<file path="src/design/modexp_pkg.sv">
`timescale 1ns / 1ps

package modexp_pkg;

    // Configuration register map
    localparam int unsigned CFG_IDX_W    = 2;
    localparam logic [CFG_IDX_W-1:0] REG_MODULUS  = 2'd0;
    localparam logic [CFG_IDX_W-1:0] REG_EXPONENT = 2'd1;

    // Headroom above the operand width in the shift-add datapath: 2r + x < 3n
    localparam int unsigned GUARD_W = 2;

endpackage

</file>
<file path="src/design/modexp_mulmod.sv">
`timescale 1ns / 1ps

// Bit-serial modular multiplier: r = x * y mod n, one bit of y per cycle, MSB first.
// Requires x < n (or x = 1 with n >= 1) and n != 0.
module modexp_mulmod import modexp_pkg::*; #(
    parameter int unsigned MOD_WIDTH = 16
) (
    input  logic                 aclk,
    input  logic                 aresetn,
    input  logic                 start,
    input  logic [MOD_WIDTH-1:0] op_x,
    input  logic [MOD_WIDTH-1:0] op_y,
    input  logic [MOD_WIDTH-1:0] op_n,
    output logic                 done,
    output logic [MOD_WIDTH-1:0] result
);

    localparam int unsigned CW = $clog2(MOD_WIDTH);
    localparam int unsigned TW = MOD_WIDTH + GUARD_W;
    localparam logic [CW-1:0] LAST_BIT = CW'(MOD_WIDTH - 1);

    logic                 busy_reg;
    logic                 done_reg;
    logic [CW-1:0]        cnt_reg;
    logic [MOD_WIDTH-1:0] x_reg;
    logic [MOD_WIDTH-1:0] y_reg;
    logic [MOD_WIDTH-1:0] n_reg;
    logic [MOD_WIDTH-1:0] acc_reg;
    logic [MOD_WIDTH-1:0] acc_next;

    logic [TW-1:0] t_sum;
    logic [TW-1:0] n1_ext;
    logic [TW-1:0] n2_ext;

    // Shift-add step with conditional subtraction of n or 2n
    always_comb begin
        n1_ext = {{GUARD_W{1'b0}}, n_reg};
        n2_ext = {1'b0, n_reg, 1'b0};
        t_sum  = {1'b0, acc_reg, 1'b0}
               + (y_reg[MOD_WIDTH-1] ? {{GUARD_W{1'b0}}, x_reg} : '0);
        if (t_sum >= n2_ext) begin
            acc_next = MOD_WIDTH'(t_sum - n2_ext);
        end else if (t_sum >= n1_ext) begin
            acc_next = MOD_WIDTH'(t_sum - n1_ext);
        end else begin
            acc_next = t_sum[MOD_WIDTH-1:0];
        end
    end

    // Control: count the multiplier bits
    always_ff @(posedge aclk) begin
        if (!aresetn) begin
            busy_reg <= 1'b0;
            done_reg <= 1'b0;
            cnt_reg  <= '0;
        end else begin
            done_reg <= 1'b0;
            if (busy_reg) begin
                cnt_reg <= cnt_reg - 1'b1;
                if (cnt_reg == '0) begin
                    busy_reg <= 1'b0;
                    done_reg <= 1'b1;
                end
            end else if (start) begin
                busy_reg <= 1'b1;
                cnt_reg  <= LAST_BIT;
            end
        end
    end

    // Datapath: latch operands, then advance one bit per cycle
    always_ff @(posedge aclk) begin
        if (!busy_reg && start) begin
            x_reg   <= op_x;
            y_reg   <= op_y;
            n_reg   <= op_n;
            acc_reg <= '0;
        end else if (busy_reg) begin
            y_reg   <= {y_reg[MOD_WIDTH-2:0], 1'b0};
            acc_reg <= acc_next;
        end
    end

    assign done   = done_reg;
    assign result = acc_reg;

endmodule

</file>
<file path="src/design/modular_exponentiation_unit.sv">
`timescale 1ns / 1ps

// Modular exponentiation: cipher = message ^ exponent mod modulus.
// Input stream s_*: one message per transfer. Output stream m_*: one cipher per
// message, in order. Modulus and exponent are written through cfg_wr_* (index 0
// modulus, index 1 exponent, other indexes ignored); the user writes them only
// while no item is in flight, and the block itself does not enforce this. One
// item is worked at a time: s_tready is high only while the sequencer idles.
// The base is first reduced mod n, then square-and-multiply runs over all
// MOD_WIDTH exponent bits, MSB first. Every modular product goes through one
// shared bit-serial multiplier. A modulus of zero skips both and gives 0.
// The result sits in an output register; the next message is taken while it
// waits, and a finished item waits in the sequencer while that register is
// full and m_tready stays low.
// Reset (aresetn, synchronous, active low) sets modulus and exponent to 1,
// drops any item in flight and clears m_tvalid.
module modular_exponentiation_unit import modexp_pkg::*; #(
    parameter int unsigned MOD_WIDTH = 16
) (
    input  logic                        aclk,
    input  logic                        aresetn,
    // Configuration write port
    input  logic                        cfg_wr_en,
    input  logic [CFG_IDX_W-1:0]        cfg_wr_idx,
    input  logic [MOD_WIDTH-1:0]        cfg_wr_data,
    // Input stream
    input  logic                        s_tvalid,
    output logic                        s_tready,
    input  logic [((MOD_WIDTH+7)/8)*8-1:0] s_tdata,   // message
    // Output stream
    output logic                        m_tvalid,
    input  logic                        m_tready,
    output logic [((MOD_WIDTH+7)/8)*8-1:0] m_tdata    // cipher
);

    localparam int unsigned DW = ((MOD_WIDTH + 7) / 8) * 8;
    localparam int unsigned CW = $clog2(MOD_WIDTH);
    localparam logic [CW-1:0] LAST_BIT = CW'(MOD_WIDTH - 1);
    localparam logic [MOD_WIDTH-1:0] ONE = MOD_WIDTH'(1);

    typedef enum logic [4:0] {
        S_IDLE = 5'b00001,
        S_BASE = 5'b00010,
        S_SQR  = 5'b00100,
        S_MUL  = 5'b01000,
        S_OUT  = 5'b10000
    } state_t;

    state_t               state_reg, state_next;
    logic [MOD_WIDTH-1:0] modulus_reg;
    logic [MOD_WIDTH-1:0] exponent_reg;
    logic [MOD_WIDTH-1:0] n_reg;
    logic [MOD_WIDTH-1:0] exp_reg, exp_next;
    logic [MOD_WIDTH-1:0] base_reg, base_next;
    logic [MOD_WIDTH-1:0] acc_reg, acc_next;
    logic [CW-1:0]        bit_reg, bit_next;
    logic                 m_valid_reg;
    logic [MOD_WIDTH-1:0] m_data_reg;

    logic                 mm_start;
    logic [MOD_WIDTH-1:0] mm_x;
    logic [MOD_WIDTH-1:0] mm_y;
    logic                 mm_done;
    logic [MOD_WIDTH-1:0] mm_result;
    logic                 s_fire;
    logic                 out_load;

    assign s_tready = (state_reg == S_IDLE);
    assign s_fire   = s_tvalid && s_tready;
    assign out_load = (state_reg == S_OUT) && (!m_valid_reg || m_tready);

    // Configuration registers
    always_ff @(posedge aclk) begin
        if (!aresetn) begin
            modulus_reg  <= ONE;
            exponent_reg <= ONE;
        end else if (cfg_wr_en) begin
            case (cfg_wr_idx)
                REG_MODULUS:  modulus_reg  <= cfg_wr_data;
                REG_EXPONENT: exponent_reg <= cfg_wr_data;
                default: ;
            endcase
        end
    end

    // Sequencer: base reduction, then square and optional multiply per exponent bit
    always_comb begin
        state_next = state_reg;
        exp_next   = exp_reg;
        base_next  = base_reg;
        acc_next   = acc_reg;
        bit_next   = bit_reg;
        mm_start   = 1'b0;
        mm_x       = mm_result;
        mm_y       = mm_result;
        case (state_reg)
            S_IDLE: begin
                if (s_fire) begin
                    exp_next = exponent_reg;
                    bit_next = LAST_BIT;
                    if (modulus_reg == '0) begin
                        acc_next   = '0;
                        state_next = S_OUT;
                    end else begin
                        acc_next   = (modulus_reg == ONE) ? '0 : ONE;
                        mm_start   = 1'b1;
                        mm_x       = ONE;
                        mm_y       = s_tdata[MOD_WIDTH-1:0];
                        state_next = S_BASE;
                    end
                end
            end
            S_BASE: begin
                if (mm_done) begin
                    base_next  = mm_result;
                    mm_start   = 1'b1;
                    mm_x       = acc_reg;
                    mm_y       = acc_reg;
                    state_next = S_SQR;
                end
            end
            S_SQR: begin
                if (mm_done) begin
                    acc_next = mm_result;
                    if (exp_reg[MOD_WIDTH-1]) begin
                        mm_start   = 1'b1;
                        mm_y       = base_reg;
                        state_next = S_MUL;
                    end else if (bit_reg == '0) begin
                        state_next = S_OUT;
                    end else begin
                        exp_next = {exp_reg[MOD_WIDTH-2:0], 1'b0};
                        bit_next = bit_reg - 1'b1;
                        mm_start = 1'b1;
                    end
                end
            end
            S_MUL: begin
                if (mm_done) begin
                    acc_next = mm_result;
                    if (bit_reg == '0) begin
                        state_next = S_OUT;
                    end else begin
                        exp_next   = {exp_reg[MOD_WIDTH-2:0], 1'b0};
                        bit_next   = bit_reg - 1'b1;
                        mm_start   = 1'b1;
                        state_next = S_SQR;
                    end
                end
            end
            S_OUT: begin
                if (out_load) begin
                    state_next = S_IDLE;
                end
            end
            default: begin
                state_next = S_IDLE;
            end
        endcase
    end

    // Hold the sequencer state and working values
    always_ff @(posedge aclk) begin
        if (!aresetn) begin
            state_reg <= S_IDLE;
        end else begin
            state_reg <= state_next;
        end
    end

    always_ff @(posedge aclk) begin
        if (s_fire) begin
            n_reg <= modulus_reg;
        end
        exp_reg  <= exp_next;
        base_reg <= base_next;
        acc_reg  <= acc_next;
        bit_reg  <= bit_next;
    end

    // Output register: load a finished result, drop it on transfer
    always_ff @(posedge aclk) begin
        if (!aresetn) begin
            m_valid_reg <= 1'b0;
        end else if (out_load) begin
            m_valid_reg <= 1'b1;
        end else if (m_tready) begin
            m_valid_reg <= 1'b0;
        end
    end

    always_ff @(posedge aclk) begin
        if (out_load) begin
            m_data_reg <= acc_reg;
        end
    end

    assign m_tvalid = m_valid_reg;
    assign m_tdata  = DW'(m_data_reg);

    modexp_mulmod #(
        .MOD_WIDTH (MOD_WIDTH)
    ) u_mulmod (
        .aclk    (aclk),
        .aresetn (aresetn),
        .start   (mm_start),
        .op_x    (mm_x),
        .op_y    (mm_y),
        .op_n    ((state_reg == S_IDLE) ? modulus_reg : n_reg),
        .done    (mm_done),
        .result  (mm_result)
    );

endmodule
</file>
<file path="config.mk">
export PLATFORM = sky130hd
export DESIGN_NAME = modular_exponentiation_unit
export DESIGN_NICKNAME = d
export VERILOG_FILES = /design/src/design/modexp_pkg.sv /design/src/design/modexp_mulmod.sv /design/src/design/modular_exponentiation_unit.sv
export SDC_FILE = /design/constraint.sdc
export NUM_CORES = 1
export LEC_CHECK = 0
export ABC_AREA = 0
export BUFFER_PORTS_ARGS = -buffer_cell sky130_fd_sc_hd__buf_2
export CAP_MARGIN = 10
export CORE_AREA = 2 2 140 142
export DETAILED_ROUTE_END_ITERATION = 12
export DIE_AREA = 0 0 142 144
export PLACE_DENSITY = 0.73
export SYNTH_ARGS = -nofsm -noshare
export SYNTH_HDL_FRONTEND = slang
export SYNTH_SLANG_ARGS = --single-unit
export TNS_END_PERCENT = 50
</file>
<file path="constraint.sdc">
create_clock -name aclk -period 4.1 [get_ports aclk]
set_input_delay 1.23 -clock aclk [delete_from_list [all_inputs] [get_ports aclk]]
set_output_delay 1.23 -clock aclk [all_outputs]
set_load 0.1 [all_outputs]
</file>
==> key figures <==
Timing
  – RSZ-0062 raised after global routing: true
  – Peak Freq: 232 MHz
  – Worst-Margin Slew: roughly 0.71 ns
  – Fin. Hold Viols: 0
  – Setup violators final: 16
  – Final WS setup: -0.215 ns
  – Total negative slack: -2.09 ns
  – Minimum clock period: 4.31 ns
  – Clock Skews: 0.0112 ns
  – Crit share post-route: 105%
  – Slew headroom: 52.5%
  – Fin. max-slew vios: 0

Layout
  – Area grow syn2layout: 22.5%
  – Most frequent cells in the layout: nand2_1, edfxtp_1, buf_4
  – Design Area, Final: 12500 sq um
  – Nets: 1201
  – Final core utilization: around two thirds
  – Share of layout cells above drive strength 1: about a quarter
  – Finished Layout Cells: approximately 1400
  – Most common cell after layout, fill and taps aside: nand2_1
  – Diode count: 0
  – Fill cell total of the finished layout: 1458

GRT
  – Largest net degree at the start of global routing: 45
  – Grt total ovfl: 0
  – GRT Total Usage: between 20% and 30%
  – First-pass GRT wire length: between 40 and 50 mm
  – Vias in the first global route: between 7000 and 8000
  – Initial antenna violation count: 0

Synthesis
  – Synth Area in Adders: under 10%
  – Main synth FF type: edfxtp_1
  – Post-Synth XOR/XNOR Area: under 10%
  – Synth warn: 0
  – Synth Register Bits: about 190
  – Compound-gate portion of the synthesized area: between 10% and 20%
  – Number of synthesized flops with an enable pin: approximately 130
  – Proportion of synthesized area in mux cells: under 10%
  – Avg Cell Area, Syn: ~10 sq um
  – Mapped Cells: 977
  – Mapped Nets: ~1100
  – Post-Syn Area: about 10000 sq um
  – Synth unique cells: roughly 80
  – Seq/Total Area, Yosys: between 50% and 60%
  – Largest family of logic cells by synthesized area: compound AO/OA/AOI/OAI gates
  – Asr flop ratio synth: 0%
  – Post-Synth Simple-Gate Area: 15.3%

Floorplanning
  – Core Area: around 19000 sq um
  – Die span in x: between 100 and 150 microns
  – Initial Utilization: 53.6%
  – I/O pins: 57
  – Rows: 51
  – Die Area: 20400 sq um
  – Die H: ~140 microns

Drt
  – DRT Pass-1 Iters: 8
  – Post-Route WL: ~26 mm
  – ANT nets after route: 0
  – 1st-iter DRT viols: around 610
  – Post-DR vias/cell: around 5.9
  – Average wire per standard cell: 19.0 microns
  – Via Count: 8088
  – DRC: 0

Clock tree
  – CTS Root Cell: clkbuf_16
  – # H-tree levels: 4
  – Latest clock arrival within the worst-skew pair: 0.44 ns
  – Worst-path clk slew: 0.07 ns
  – Max Root-Sink Buffers: 2
  – Num CTS Buffers: 17
  – CTS tree: done
  – Hold buffers post-CTS: 0
  – Sink Count: between 150 and 200

Run status
  – Status: finished with violations
  – Failing checks: negative setup slack

Setup path
  – Worst setup SP type: flip-flop
  – CP peak stage delay: 0.47 ns
  – Most used cell along the critical path: buf_4
  – CP Data Arrival Time: ~4.7 ns
  – Crit-path max FO: 5
  – Ordered cell list for the critical path: buf_6 -> buf_4 -> nand2_4 -> inv_2 -> ha_4 -> a211oi_2 -> buf_4 -> o21a_4 -> nor2_4 -> o211ai_1 -> a31oi_2 -> ha_1 -> and4_4 -> and2_4 -> nand3_4 -> o2111ai_1 -> mux2i_1 -> buf_4 -> nor3_4 -> mux2i_2 -> a22o_1
  – Crit path kind: reg -> reg
  – Crit path max-delay cell type: edfxtp_1
  – Critical path buffers and inverters: 5
  – Worst Setup End Kind: flip-flop
  – Crit path required time: around 4.5 ns
  – Delay-heaviest family, CP: compound AO/OA/AOI/OAI gates

Placement
  – Placed cells: 1313
  – PortBufs: 56
  – Area after DPL: approximately 11000 sq um
  – GP Congestion: between 0.9 and 1
  – DP HPWL: about 18 mm

Hold path
  – Min-delay worst type: reg -> reg

Pwr
  – Static Leak: a little under 5 nW
  – Peak VDD IR: between 400 and 500 uV
  – PD cells: about 950 nW/um^2

Job
  – Max Cap Viol: 0
layout make-up:
class | instances | area (sq um) | share of cell area [%]
inverters | 43 | 161 | 1.29
repair buffers | 152 | 1040 | 8.34
clock buffers | 19 | 454 | 3.63
well taps | 238 | 298 | 2.38
flip-flops and latches | 192 | 5160 | 41.3
clock inverters | 13 | 140 | 1.12
multi-input cells | 704 | 5250 | 42.0
power breakdown:
part           internal [mW]  switching, mW
Combinational           3.25           4.01
Clock                  0.849          0.797
Sequential              2.71          0.299
Total                   6.81           5.11
per-layer routing:
metal	up-vias	wire [microns]	global-route usage [%]
li1	3880	-	-
met1	3908	11000	32.3
met2	253	12900	42.9
met3	47	1360	4.80
met4	0	599	8.32
met5	-	0	0
Yosys cell counts, types with 8 or more instances:
library cell / number / share of area (%)
a21boi_0: 35 / 2.6
a21o_1: 12 / 0.88
a21oi_1: 33 / 1.6
a222oi_1: 15 / 1.5
a22o_1: 30 / 2.6
a31oi_1: 19 / 1.2
and2_1: 30 / 1.8
clkbuf_1: 30 / 1.1
dfxtp_1: 60 / 12
edfxtp_1: 132 / 39
ha_1: 49 / 6.0
inv_1: 41 / 1.5
mux2i_1: 21 / 2.1
nand2_1: 176 / 6.5
nand2b_1: 8 / 0.49
nand3_1: 13 / 0.64
nor2_1: 52 / 1.9
nor3_1: 15 / 0.73
o21a_1: 12 / 0.88
o21ai_0: 27 / 1.3
o221ai_1: 13 / 1.1
xnor2_1: 21 / 1.8
xor2_1: 13 / 1.1
worst paths after layout:
check        slack (ns)  depth (start not counted)                from                  to
max reg2reg       -0.21                         21  u_mulmod.y_reg[15]  u_mulmod.result[0]
max               -0.21                         21  u_mulmod.y_reg[15]  u_mulmod.result[0]
min reg2reg        0.47                          2    exponent_reg[10]    exponent_reg[10]
min                0.47                          2    exponent_reg[10]    exponent_reg[10]
per-stage QoR:
step                      setup slack, ns  total power [mW]  hold slack (ns)
after global routing               -0.302              12.7            0.501
final                              -0.215              11.9            0.468
after CTS                         -0.0353              11.3            0.471
after global placement            -0.0841              9.12            0.445
after detailed placement           -0.242              9.23            0.456
after floorplan                    0.0317              7.27            0.432
cell families after synthesis:
group / after synthesis
AOI/OAI and AO/OA: 255
buffers and inverters: 81
muxes: 23
xor gates and xnor gates: 34
and+or+nand+nor: 340
adders and majority gates: 52
DFF: 192
worst register-to-register path, stage by stage (launching register included):
cell,delay [ns]
edfxtp_1,0.47
buf_6,0.17
buf_4,0.14
nand2_4,0.07
inv_2,0.04
ha_4,0.22
a211oi_2,0.26
buf_4,0.17
o21a_4,0.16
nor2_4,0.05
o211ai_1,0.28
a31oi_2,0.20
ha_1,0.38
and4_4,0.27
and2_4,0.17
nand3_4,0.06
o2111ai_1,0.18
mux2i_1,0.13
buf_4,0.17
nor3_4,0.23
mux2i_2,0.28
a22o_1,0.15
repair_timing:
action | 4_1_cts | 5_1_grt
gates resized for setup | 42 | 67
buffers inserted | 6 | 12
pin swaps | 27 | 55
gates cloned | 1 | 0
endpoints found under the setup margin | 16 | 16
Power figures use the tool's default switching activity.
